==> config.mk <==
export PLATFORM = sky130hd
export DESIGN_NAME = lcd_nibble_write_sequencer
export DESIGN_NICKNAME = d
export VERILOG_FILES = /design/src/sv/lnws_pkg.sv /design/src/sv/lnws_front.sv /design/src/sv/lnws_queue.sv /design/src/sv/lnws_back.sv /design/src/sv/lcd_nibble_write_sequencer.sv
export SDC_FILE = /design/constraint.sdc
export NUM_CORES = 1
export LEC_CHECK = 0
export BUFFER_PORTS_ARGS = -buffer_cell sky130_fd_sc_hd__buf_2
export CAP_MARGIN = 10
export CORE_MARGIN = 2
export CORE_UTILIZATION = 38
export DETAILED_ROUTE_END_ITERATION = 8
export HOLD_SLACK_MARGIN = 0.05
export PLACE_DENSITY = 0.54
export SYNTH_ARGS = -nofsm -noshare
export SYNTH_HDL_FRONTEND = slang
export SYNTH_HIERARCHICAL = 1
export SYNTH_SLANG_ARGS = --single-unit
==> constraint.sdc <==
create_clock -name aclk -period 8 [get_ports aclk]
set_input_delay 0 -clock aclk [delete_from_list [all_inputs] [get_ports aclk]]
set_output_delay 0 -clock aclk [all_outputs]
set_load 0.02 [all_outputs]
==> src/sv/lnws_pkg.sv <==
// Shared types, constants and helpers for the LCD nibble write sequencer.
// No dependencies; every other file refers to it by scoped names.
package lnws_pkg;

    localparam int CFG_IDX_W  = 3;
    localparam int CFG_DATA_W = 16;
    localparam int WAIT_W     = 16;
    localparam int STEP_W     = 4;

    // request operation codes
    localparam logic [2:0] FUNC_INIT    = 3'd0;
    localparam logic [2:0] FUNC_COMMAND = 3'd1;
    localparam logic [2:0] FUNC_DATA    = 3'd2;
    localparam logic [2:0] FUNC_CLEAR   = 3'd3;
    localparam logic [2:0] FUNC_CURSOR  = 3'd4;

    // configuration register indexes
    localparam logic [CFG_IDX_W-1:0] CFG_NIBBLE_GAP  = 3'd0;
    localparam logic [CFG_IDX_W-1:0] CFG_COMMAND     = 3'd1;
    localparam logic [CFG_IDX_W-1:0] CFG_DATA        = 3'd2;
    localparam logic [CFG_IDX_W-1:0] CFG_CLEAR_EXTRA = 3'd3;
    localparam logic [CFG_IDX_W-1:0] CFG_POWERUP     = 3'd4;
    localparam logic [CFG_IDX_W-1:0] CFG_INIT_FIRST  = 3'd5;
    localparam logic [CFG_IDX_W-1:0] CFG_INIT_SECOND = 3'd6;

    localparam logic [7:0] CMD_CLEAR      = 8'h01;
    localparam logic [7:0] CURSOR_ROW1    = 8'h80;
    localparam logic [7:0] CURSOR_ROW2    = 8'hC0;
    localparam logic [3:0] NIB_WAKE       = 4'h3;
    localparam logic [3:0] NIB_FOUR_BIT   = 4'h2;
    localparam logic [3:0] NIB_MASK       = 4'hF;

    localparam logic [STEP_W-1:0] INIT_FIRST_BYTE_STEP = 4'd4;
    localparam logic [STEP_W-1:0] LAST_INIT_STEP       = 4'd11;
    localparam logic [STEP_W-1:0] LAST_BYTE_STEP       = 4'd1;

    // extra wait added after the low nibble of a byte
    typedef enum logic [1:0] {
        EXTRA_COMMAND,
        EXTRA_DATA,
        EXTRA_CLEAR
    } extra_t;

    typedef struct packed {
        logic       is_init;
        logic [7:0] byte_val;
        logic       rs;
        extra_t     extra;
    } desc_t;

    typedef struct packed {
        logic [9:0]  nibble_gap;
        logic [13:0] command_wait;
        logic [9:0]  data_wait;
        logic [13:0] clear_extra;
        logic [15:0] powerup_wait;
        logic [13:0] init_first_wait;
        logic [9:0]  init_second_wait;
    } cfg_t;

    // function set, display on, entry mode, clear
    function automatic logic [7:0] init_byte(input logic [1:0] idx);
        logic [7:0] b;
        unique case (idx)
            2'd0: b = 8'h28;
            2'd1: b = 8'h0C;
            2'd2: b = 8'h06;
            2'd3: b = 8'h01;
        endcase
        return b;
    endfunction

    function automatic logic [WAIT_W-1:0] sat16(input logic [WAIT_W:0] v);
        return v[WAIT_W] ? {WAIT_W{1'b1}} : v[WAIT_W-1:0];
    endfunction

endpackage

==> src/sv/lnws_front.sv <==
// Front end: takes request beats, decodes the operation and the byte to send,
// and pushes a write descriptor into the queue. Uses lnws_pkg.
module lnws_front (
    input  logic             s_valid,
    output logic             s_ready,
    input  logic [2:0]       s_func,
    input  logic [7:0]       s_byte_value,
    input  logic [1:0]       s_row,
    input  logic [5:0]       s_column,
    output logic             push,
    output lnws_pkg::desc_t  push_desc,
    input  logic             q_full
);
    logic       known;
    logic [7:0] cursor_base;
    logic [7:0] cursor_byte;

    assign cursor_base = (s_row == 2'd1) ? lnws_pkg::CURSOR_ROW1 : lnws_pkg::CURSOR_ROW2;
    // column is one-based; adding 0xFF subtracts one mod 256
    assign cursor_byte = 8'(cursor_base + {2'b00, s_column} + 8'hFF);

    always_comb begin
        known              = 1'b1;
        push_desc.is_init  = 1'b0;
        push_desc.byte_val = s_byte_value;
        push_desc.rs       = 1'b0;
        push_desc.extra    = lnws_pkg::EXTRA_COMMAND;
        unique case (s_func)
            lnws_pkg::FUNC_INIT: begin
                push_desc.is_init = 1'b1;
            end
            lnws_pkg::FUNC_COMMAND: begin
            end
            lnws_pkg::FUNC_DATA: begin
                push_desc.rs    = 1'b1;
                push_desc.extra = lnws_pkg::EXTRA_DATA;
            end
            lnws_pkg::FUNC_CLEAR: begin
                push_desc.byte_val = lnws_pkg::CMD_CLEAR;
                push_desc.extra    = lnws_pkg::EXTRA_CLEAR;
            end
            lnws_pkg::FUNC_CURSOR: begin
                push_desc.byte_val = cursor_byte;
            end
            default: begin
                known = 1'b0;  // undefined operations are taken and dropped
            end
        endcase
    end

    assign s_ready = !q_full;
    assign push    = s_valid && s_ready && known;

endmodule

==> src/sv/lnws_queue.sv <==
// Short descriptor queue between front and back ends.
// Register-based circular buffer; uses lnws_pkg for the entry type.
module lnws_queue #(
    parameter int DEPTH = 2
) (
    input  logic             aclk,
    input  logic             aresetn,
    input  logic             push,
    input  lnws_pkg::desc_t  push_desc,
    output logic             full,
    input  logic             pop,
    output logic             q_valid,
    output lnws_pkg::desc_t  q_desc
);
    localparam int PTR_W = (DEPTH > 1) ? $clog2(DEPTH) : 1;
    localparam int CNT_W = $clog2(DEPTH + 1);

    lnws_pkg::desc_t    mem_reg [DEPTH];
    logic [PTR_W-1:0]   wr_ptr_reg, wr_ptr_next;
    logic [PTR_W-1:0]   rd_ptr_reg, rd_ptr_next;
    logic [CNT_W-1:0]   count_reg, count_next;
    logic               do_push, do_pop;

    assign full    = (count_reg == CNT_W'(DEPTH));
    assign q_valid = (count_reg != '0);
    assign q_desc  = mem_reg[rd_ptr_reg];
    assign do_push = push && !full;
    assign do_pop  = pop && q_valid;

    always_comb begin
        wr_ptr_next = wr_ptr_reg;
        rd_ptr_next = rd_ptr_reg;
        count_next  = count_reg;
        if (do_push) begin
            wr_ptr_next = (wr_ptr_reg == PTR_W'(DEPTH - 1)) ? '0 : wr_ptr_reg + 1'b1;
        end
        if (do_pop) begin
            rd_ptr_next = (rd_ptr_reg == PTR_W'(DEPTH - 1)) ? '0 : rd_ptr_reg + 1'b1;
        end
        if (do_push && !do_pop) begin
            count_next = count_reg + 1'b1;
        end else if (do_pop && !do_push) begin
            count_next = count_reg - 1'b1;
        end
    end

    always_ff @(posedge aclk) begin
        if (!aresetn) begin
            wr_ptr_reg <= '0;
            rd_ptr_reg <= '0;
            count_reg  <= '0;
        end else begin
            wr_ptr_reg <= wr_ptr_next;
            rd_ptr_reg <= rd_ptr_next;
            count_reg  <= count_next;
        end
    end

    always_ff @(posedge aclk) begin
        if (do_push) begin
            mem_reg[wr_ptr_reg] <= push_desc;
        end
    end

endmodule

==> src/sv/lnws_back.sv <==
// Back end: walks each queued descriptor one nibble write per cycle unless
// m_ready stalls, and holds beats in an output register. Uses lnws_pkg.
module lnws_back (
    input  logic                           aclk,
    input  logic                           aresetn,
    input  lnws_pkg::cfg_t                 cfg,
    input  logic                           q_valid,
    input  lnws_pkg::desc_t                q_desc,
    output logic                           pop,
    output logic                           m_valid,
    input  logic                           m_ready,
    output logic [3:0]                     m_nibble,
    output logic                           m_reg_select,
    output logic [lnws_pkg::WAIT_W-1:0]    m_pre_wait_us,
    output logic [lnws_pkg::WAIT_W-1:0]    m_post_wait_us,
    output logic                           m_last
);
    localparam int W = lnws_pkg::WAIT_W;

    logic [lnws_pkg::STEP_W-1:0] step_reg, step_next;
    logic                        m_valid_reg, m_valid_next;
    logic [3:0]                  nibble_reg;
    logic                        rs_reg;
    logic [W-1:0]                pre_reg, post_reg;
    logic                        last_reg;

    logic                        load;
    logic                        is_last;
    logic [3:0]                  nib;
    logic [7:0]                  cur_byte;
    logic [W-1:0]                pre;
    logic [W-1:0]                add_a, add_b;
    logic [W:0]                  post_sum;
    logic [1:0]                  init_idx;

    assign load = q_valid && (!m_valid_reg || m_ready);
    assign pop  = load && is_last;
    // init bytes start at step 4: byte index is step/2 - 2
    assign init_idx = 2'(step_reg[3:1] - 3'd2);

    always_comb begin
        add_a    = '0;
        add_b    = '0;
        pre      = '0;
        cur_byte = q_desc.byte_val;
        if (q_desc.is_init) begin
            is_last = (step_reg == lnws_pkg::LAST_INIT_STEP);
            if (step_reg < lnws_pkg::INIT_FIRST_BYTE_STEP) begin
                cur_byte = 8'h00;
                nib = (step_reg == 4'd3) ? lnws_pkg::NIB_FOUR_BIT : lnws_pkg::NIB_WAKE;
                if (step_reg == 4'd0) begin
                    pre   = cfg.powerup_wait;
                    add_a = W'(cfg.init_first_wait);
                end else if (step_reg == 4'd1) begin
                    add_a = W'(cfg.init_second_wait);
                end
            end else begin
                cur_byte = lnws_pkg::init_byte(init_idx);
                nib = step_reg[0] ? (cur_byte[3:0] & lnws_pkg::NIB_MASK) : cur_byte[7:4];
                if (step_reg[0]) begin
                    add_a = W'(cfg.command_wait);
                    if (is_last) begin
                        add_b = W'(cfg.clear_extra);
                    end
                end
            end
        end else begin
            is_last = (step_reg == lnws_pkg::LAST_BYTE_STEP);
            nib = step_reg[0] ? (cur_byte[3:0] & lnws_pkg::NIB_MASK) : cur_byte[7:4];
            if (step_reg[0]) begin
                unique case (q_desc.extra)
                    lnws_pkg::EXTRA_COMMAND: begin
                        add_a = W'(cfg.command_wait);
                    end
                    lnws_pkg::EXTRA_DATA: begin
                        add_a = W'(cfg.data_wait);
                    end
                    lnws_pkg::EXTRA_CLEAR: begin
                        add_a = W'(cfg.command_wait);
                        add_b = W'(cfg.clear_extra);
                    end
                    default: begin
                        add_a = '0;
                    end
                endcase
            end
        end
        post_sum = (W+1)'(cfg.nibble_gap) + {1'b0, add_a} + {1'b0, add_b};
    end

    always_comb begin
        step_next    = step_reg;
        m_valid_next = m_valid_reg;
        if (load) begin
            m_valid_next = 1'b1;
            step_next    = is_last ? '0 : step_reg + 1'b1;
        end else if (m_ready) begin
            m_valid_next = 1'b0;
        end
    end

    always_ff @(posedge aclk) begin
        if (!aresetn) begin
            step_reg    <= '0;
            m_valid_reg <= 1'b0;
        end else begin
            step_reg    <= step_next;
            m_valid_reg <= m_valid_next;
        end
    end

    always_ff @(posedge aclk) begin
        if (load) begin
            nibble_reg <= nib;
            rs_reg     <= q_desc.rs;
            pre_reg    <= pre;
            post_reg   <= lnws_pkg::sat16(post_sum);
            last_reg   <= is_last;
        end
    end

    assign m_valid        = m_valid_reg;
    assign m_nibble       = nibble_reg;
    assign m_reg_select   = rs_reg;
    assign m_pre_wait_us  = pre_reg;
    assign m_post_wait_us = post_reg;
    assign m_last         = last_reg;

    // a descriptor in mid-walk must stay at the queue head
    a_walk_holds_head: assert property (@(posedge aclk) disable iff (!aresetn)
        step_reg != '0 |-> q_valid)
        else $error("descriptor left queue head mid-walk");

    a_step_range: assert property (@(posedge aclk) disable iff (!aresetn)
        q_valid && !q_desc.is_init |-> step_reg <= lnws_pkg::LAST_BYTE_STEP)
        else $error("byte walk past second nibble");

    a_last_restarts: assert property (@(posedge aclk) disable iff (!aresetn)
        load && is_last |=> step_reg == '0 && m_valid && m_last)
        else $error("final write did not restart the walk");

    a_pre_only_first: assert property (@(posedge aclk) disable iff (!aresetn)
        load && step_reg != '0 |=> m_pre_wait_us == '0)
        else $error("pre-wait on a write other than the first");

endmodule

==> src/sv/lcd_nibble_write_sequencer.sv <==
// Top level of the LCD nibble write sequencer: configuration registers,
// front end, descriptor queue and back end. Uses lnws_pkg, lnws_front,
// lnws_queue and lnws_back.
//
// Usage: each request beat on the s_ channel (func, byte_value, row,
// column) becomes a run of 4-bit bus write beats on the m_ channel, each
// with nibble, RS level, pre- and post-enable waits in microseconds, and
// m_last on the final write. Command, data, clear and set-cursor give two
// writes, init gives twelve, undefined operations are accepted and give none.
// The first write passes through the queue and then the back end's output
// register; the back end then issues one write per cycle while m_ready
// does not stall it. Requests keep being taken while the queue of
// QUEUE_DEPTH entries has room, so the front and back stall independently.
// When m_ready is low the current write holds in the output register and
// the walk pauses. Reset empties the queue, drops any pending write and
// loads the default wait registers. The user must write them via cfg_we,
// cfg_index and cfg_wdata only while the block is idle; nothing enforces it.
module lcd_nibble_write_sequencer #(
    parameter int QUEUE_DEPTH = 2
) (
    input  logic                               aclk,
    input  logic                               aresetn,
    input  logic                               cfg_we,
    input  logic [lnws_pkg::CFG_IDX_W-1:0]     cfg_index,
    input  logic [lnws_pkg::CFG_DATA_W-1:0]    cfg_wdata,
    input  logic                               s_valid,
    output logic                               s_ready,
    input  logic [2:0]                         s_func,
    input  logic [7:0]                         s_byte_value,
    input  logic [1:0]                         s_row,
    input  logic [5:0]                         s_column,
    output logic                               m_valid,
    input  logic                               m_ready,
    output logic [3:0]                         m_nibble,
    output logic                               m_reg_select,
    output logic [lnws_pkg::WAIT_W-1:0]        m_pre_wait_us,
    output logic [lnws_pkg::WAIT_W-1:0]        m_post_wait_us,
    output logic                               m_last
);
    lnws_pkg::cfg_t  cfg_reg, cfg_next;
    lnws_pkg::desc_t push_desc, q_desc;
    logic            push, q_full, q_valid, pop;

    always_comb begin
        cfg_next = cfg_reg;
        if (cfg_we) begin
            unique case (cfg_index)
                lnws_pkg::CFG_NIBBLE_GAP:  cfg_next.nibble_gap       = cfg_wdata[9:0];
                lnws_pkg::CFG_COMMAND:     cfg_next.command_wait     = cfg_wdata[13:0];
                lnws_pkg::CFG_DATA:        cfg_next.data_wait        = cfg_wdata[9:0];
                lnws_pkg::CFG_CLEAR_EXTRA: cfg_next.clear_extra      = cfg_wdata[13:0];
                lnws_pkg::CFG_POWERUP:     cfg_next.powerup_wait     = cfg_wdata[15:0];
                lnws_pkg::CFG_INIT_FIRST:  cfg_next.init_first_wait  = cfg_wdata[13:0];
                lnws_pkg::CFG_INIT_SECOND: cfg_next.init_second_wait = cfg_wdata[9:0];
                default: begin
                end
            endcase
        end
    end

    always_ff @(posedge aclk) begin
        if (!aresetn) begin
            cfg_reg.nibble_gap       <= 10'd100;
            cfg_reg.command_wait     <= 14'd2000;
            cfg_reg.data_wait        <= 10'd100;
            cfg_reg.clear_extra      <= 14'd2000;
            cfg_reg.powerup_wait     <= 16'd20000;
            cfg_reg.init_first_wait  <= 14'd5000;
            cfg_reg.init_second_wait <= 10'd150;
        end else begin
            cfg_reg <= cfg_next;
        end
    end

    lnws_front u_front (
        .s_valid      (s_valid),
        .s_ready      (s_ready),
        .s_func       (s_func),
        .s_byte_value (s_byte_value),
        .s_row        (s_row),
        .s_column     (s_column),
        .push         (push),
        .push_desc    (push_desc),
        .q_full       (q_full)
    );

    lnws_queue #(
        .DEPTH (QUEUE_DEPTH)
    ) u_queue (
        .aclk      (aclk),
        .aresetn   (aresetn),
        .push      (push),
        .push_desc (push_desc),
        .full      (q_full),
        .pop       (pop),
        .q_valid   (q_valid),
        .q_desc    (q_desc)
    );

    lnws_back u_back (
        .aclk           (aclk),
        .aresetn        (aresetn),
        .cfg            (cfg_reg),
        .q_valid        (q_valid),
        .q_desc         (q_desc),
        .pop            (pop),
        .m_valid        (m_valid),
        .m_ready        (m_ready),
        .m_nibble       (m_nibble),
        .m_reg_select   (m_reg_select),
        .m_pre_wait_us  (m_pre_wait_us),
        .m_post_wait_us (m_post_wait_us),
        .m_last         (m_last)
    );

endmodule
==> metrics.md <==
| Metric | Value |
|---|---|
| Switching Fraction | `between 20% and 30%` |
| Grt total ovfl | `0` |
| Slew headroom | `between 20% and 30%` |
| Grt met3 use | `3.29%` |
| Number of synthesized flops with an enable pin | `62` |
| Starting density of the core | `38.6%` |
| Setup crit end kind | `register` |
| Hold Path Depth | `3` |
| Period utilization | `between 60% and 70%` |
| Max reg flops | `88` |
| Fin nets | `956` |
| Routed Antenna Nets | `0` |
| WL/cell | `15.2 microns` |
| Area grow syn2layout | `18.7%` |
| Detailed Routing Iterations Pass 1 | `4` |
| Max VDD drop | `0.000134 V` |
| Post-synth top cells | `nand2_1 (109), dfxtp_1 (98), mux2i_1 (91)` |
| Die W | `150 microns` |
| Fin. max-slew vios | `0` |
| Area leader, netlist | `dfxtp_1` |
| Final Hold Fails | `0` |
| Sum Neg Setup Slack | `0 ps` |
| Sequential Power Share | `44.0%` |
| Combinational share of power | `19.8%` |
| Share of the yosys chip area belonging to registers | `47.2%` |
| Largest net degree at the start of global routing | `79` |
| Filler cells | `2048` |
| CP max FO | `23` |
| First-pass GRT wire length | `28800 microns` |
| Floorplan die height | `150 microns` |
| Clk pin slew, worst setup/hold paths | `60 ps` |
| LEAKAGE | `0.00416 uW` |
| Fin cells | `1164` |
| R2r setup slk | `3160 ps` |
| GR Layer Usage met2 | `27.4%` |
| TritonCTS Buffers | `17` |
| Share of the synthesized area in the top cell type | `24.2%` |
| GRT Util Overall | `~17%` |
| Layout cell share with drive strength beyond 1 | `about 16%` |
| Sink Count | `160` |
| DRC violations left | `0` |
| CP Cell Sequence | `mux2_2 -> inv_1 -> nand3b_1 -> a21oi_1 -> nand2_1 -> fa_1 -> inv_1 -> ha_1 -> inv_1 -> fa_1 -> nor2b_1 -> o2111ai_1 -> nand3b_1 -> a21oi_1 -> a221oi_1` |
| Clock skew | `7.52 ps` |
| Synth Instances | `776` |
| MaxCap Viol Count | `0` |
| GPL Wtd Cong | `0.787` |
| # diodes | `0` |
| CTS max path bufs | `2` |
| Via Count | `5610` |
| Largest stage delay, worst path | `880 ps` |
| Port bufs | `82` |
| Main synth FF type | `dfxtp_1` |
| Least-Margin Pin Slew | `1120 ps` |
| CP Data Arrival Time | `5090 ps` |
| Result of the run | `completed` |
| CP delay by family, top | `compound AO/OA/AOI/OAI gates` |
| Dominant cell by count in the synthesized netlist | `nand2_1` |
| Clock Latency Late Sink | `430 ps` |
| Hold wc startpoint | `cfg_we` |
| CP Buf/Inv Count | `3` |
| I/O pin total | `83` |
| CTS tree | `yes` |
| Reg-to-Reg End | `u_back/m_post_wait_us[13]$_DFFE_PP_` |
| Critical path required time | `8250 ps` |
| Die area | `22500 sq um` |
| Endpoints failing setup | `0` |
| Via/cell ratio | `4.82` |
| Initial antenna violation count | `0` |
| Min Tclk post-route | `roughly 4800 ps` |
| Root Driver | `clkbuf_16` |
| Area contributors post-synth | `dfxtp_1 (24%), edfxtp_1 (23%), mux2i_1 (11%)` |
| GRT met1 Usage | `22.0%` |
| Site row count | `53` |
| GRT busiest layer | `met2` |
| Initial DRC Count | `about 240` |
| YS warnings | `6` |
| Int Power | `about 1600 uW` |
| Vias in the first global route | `5640` |
| Core area | `~21000 sq um` |
| Final WS setup | `3160 ps` |
| DRT Wirelength | `17700 microns` |
| Worst reg2reg path depth | `15` |
| Crit path top cell by count | `inv_1` |
| Hold Path End | `cfg_reg[30]$_SDFFE_PN0P_` |
| HP Class | `in -> reg` |
| Mapped cell area | `8100 sq um` |
| RSZ-0062 raised after global routing | `false` |
| Distinct cell type count of the synthesized netlist | `69` |
| Mean Syn Cell Area | `10.4 sq um` |
| CP Class | `reg -> reg` |
| Slowest CP cell | `a21oi_1` |
| DP HPWL | `12400 microns` |
| Pwr/cell area | `between 200 and 250 nW/um^2` |
| F_max | `about 210 MHz` |
| Syn_nets | `about 860` |
| Htree depth | `4` |
| Async SR Flop Fraction | `0%` |
| Flops & latches, synth | `160` |
| Pre-CTS setup slack | `between 3000 and 4000 ps` |
| Area of placed instances | `8690 sq um` |
| Clock power frac | `36.2%` |
| P_sw | `625 uW` |
| Fin area | `9610 sq um` |
| Crit path launch type | `register` |
| Cells after DPL | `~1100` |
==> power by group through the flow <==
stage               registers (uW)  logic (uW)  clock network, uW
floorplan                     1040         248                  0
global placement               985         427                  0
detailed placement             985         425                  0
CTS                            968         441                816
global route                   975         485                852
finish                         967         436                797
==> metal layers <==
layer | share of wire (%) | routed length (microns)
met1 | 48 | 8510
met2 | 47 | 8400
met3 | 3.3 | 583
met4 | 1.3 | 227
met5 | 0 | 0
==> per-stage QoR <==
| stage | hold slack [ps] | util [%] | total power [uW] |
|---|---|---|---|
| after CTS | 53.8 | 45.9 | 2230 |
| after floorplan | 118 | - | 1290 |
| final | 74.6 | 45.9 | 2200 |
| after detailed placement | 256 | 41.5 | 1410 |
| after global routing | 76.2 | 45.9 | 2310 |
| after global placement | 252 | 41.5 | 1410 |
==> worst max path at each step <==
stage	from	end	slack, ps	cells after the start
final	register	u_back/m_post_wait_us[13]$_DFFE_PP_	3160	15
after global routing	register	u_back/m_post_wait_us[13]$_DFFE_PP_	2650	15
after CTS	register	u_back/m_post_wait_us[13]$_DFFE_PP_	3170	15
after detailed placement	register	u_back/m_post_wait_us[13]$_DFFE_PP_	3180	15
after global placement	register	u_back/m_post_wait_us[13]$_DFFE_PP_	3230	15
after floorplan	register	u_back/m_post_wait_us[13]$_DFFE_PP_	4350	17
==> worst register-to-register path, cell delays in order (launching register included) <==
cell	delay, ps
dfxtp_1	660
mux2_2	590
inv_1	210
nand3b_1	90
a21oi_1	880
nand2_1	170
fa_1	460
inv_1	70
ha_1	150
inv_1	50
fa_1	400
nor2b_1	180
o2111ai_1	160
nand3b_1	190
a21oi_1	140
a221oi_1	280
==> logic make-up after synthesis <==
logic type	count (synthesis)	share of synthesized area [%]
adder cells (fa/ha/maj)	37	6.74
AO/OA/AOI/OAI	105	8.66
AND/OR/NAND/NOR	270	17.9
XOR/XNOR	16	1.73
flip-flops	160	47.2
buffers and inverters	85	4.81
multiplexers	103	12.9
==> layout make-up <==
type,count,area (sq um),area share [%]
Inverter,45,169,1.76
Clock buffer,24,504,5.25
Tap cell,275,344,3.58
Multi-Input combinational cell,531,3900,40.6
Sequential cell,160,3820,39.8
Timing Repair Buffer,121,791,8.23
Clock inverter,8,76.3,0.794
==> cell usage in the layout, fill, tap and decap left out, types with 3 or more instances in the layout <==
cell,synthesis,routed
clkinv_2,0,3
o21ai_1,3,3
mux2_2,12,12
dfxtp_1,98,98
buf_4,0,6
a21oi_1,35,35
and3_1,7,7
a31oi_1,3,3
nor2b_1,58,58
clkbuf_1,17,4
ha_1,26,26
mux2i_1,91,91
o211ai_1,4,4
nand3_1,7,7
a22o_1,9,9
a21o_1,7,7
o22ai_1,3,3
buf_2,16,81
nor3b_1,4,4
clkbuf_16,0,19
a21boi_0,3,3
xnor2_1,10,10
edfxtp_1,62,62
fa_1,11,11
dlygate4sd3_1,0,34
nand4_1,3,3
and2_1,28,28
nor2_1,18,18
a22oi_1,8,8
nand4b_1,4,4
xor2_1,6,6
nand3b_1,3,3
nand2_1,109,109
inv_1,43,42
o21ai_0,12,12
==> repair_timing <==
action                                  CTS  global route
gates resized for setup                   0             0
endpoints found under the setup margin    0             0
hold endpoints to repair                 97             0
hold buffers                             34             0
buffers inserted                          0             0
Power figures use the tool's default switching activity.
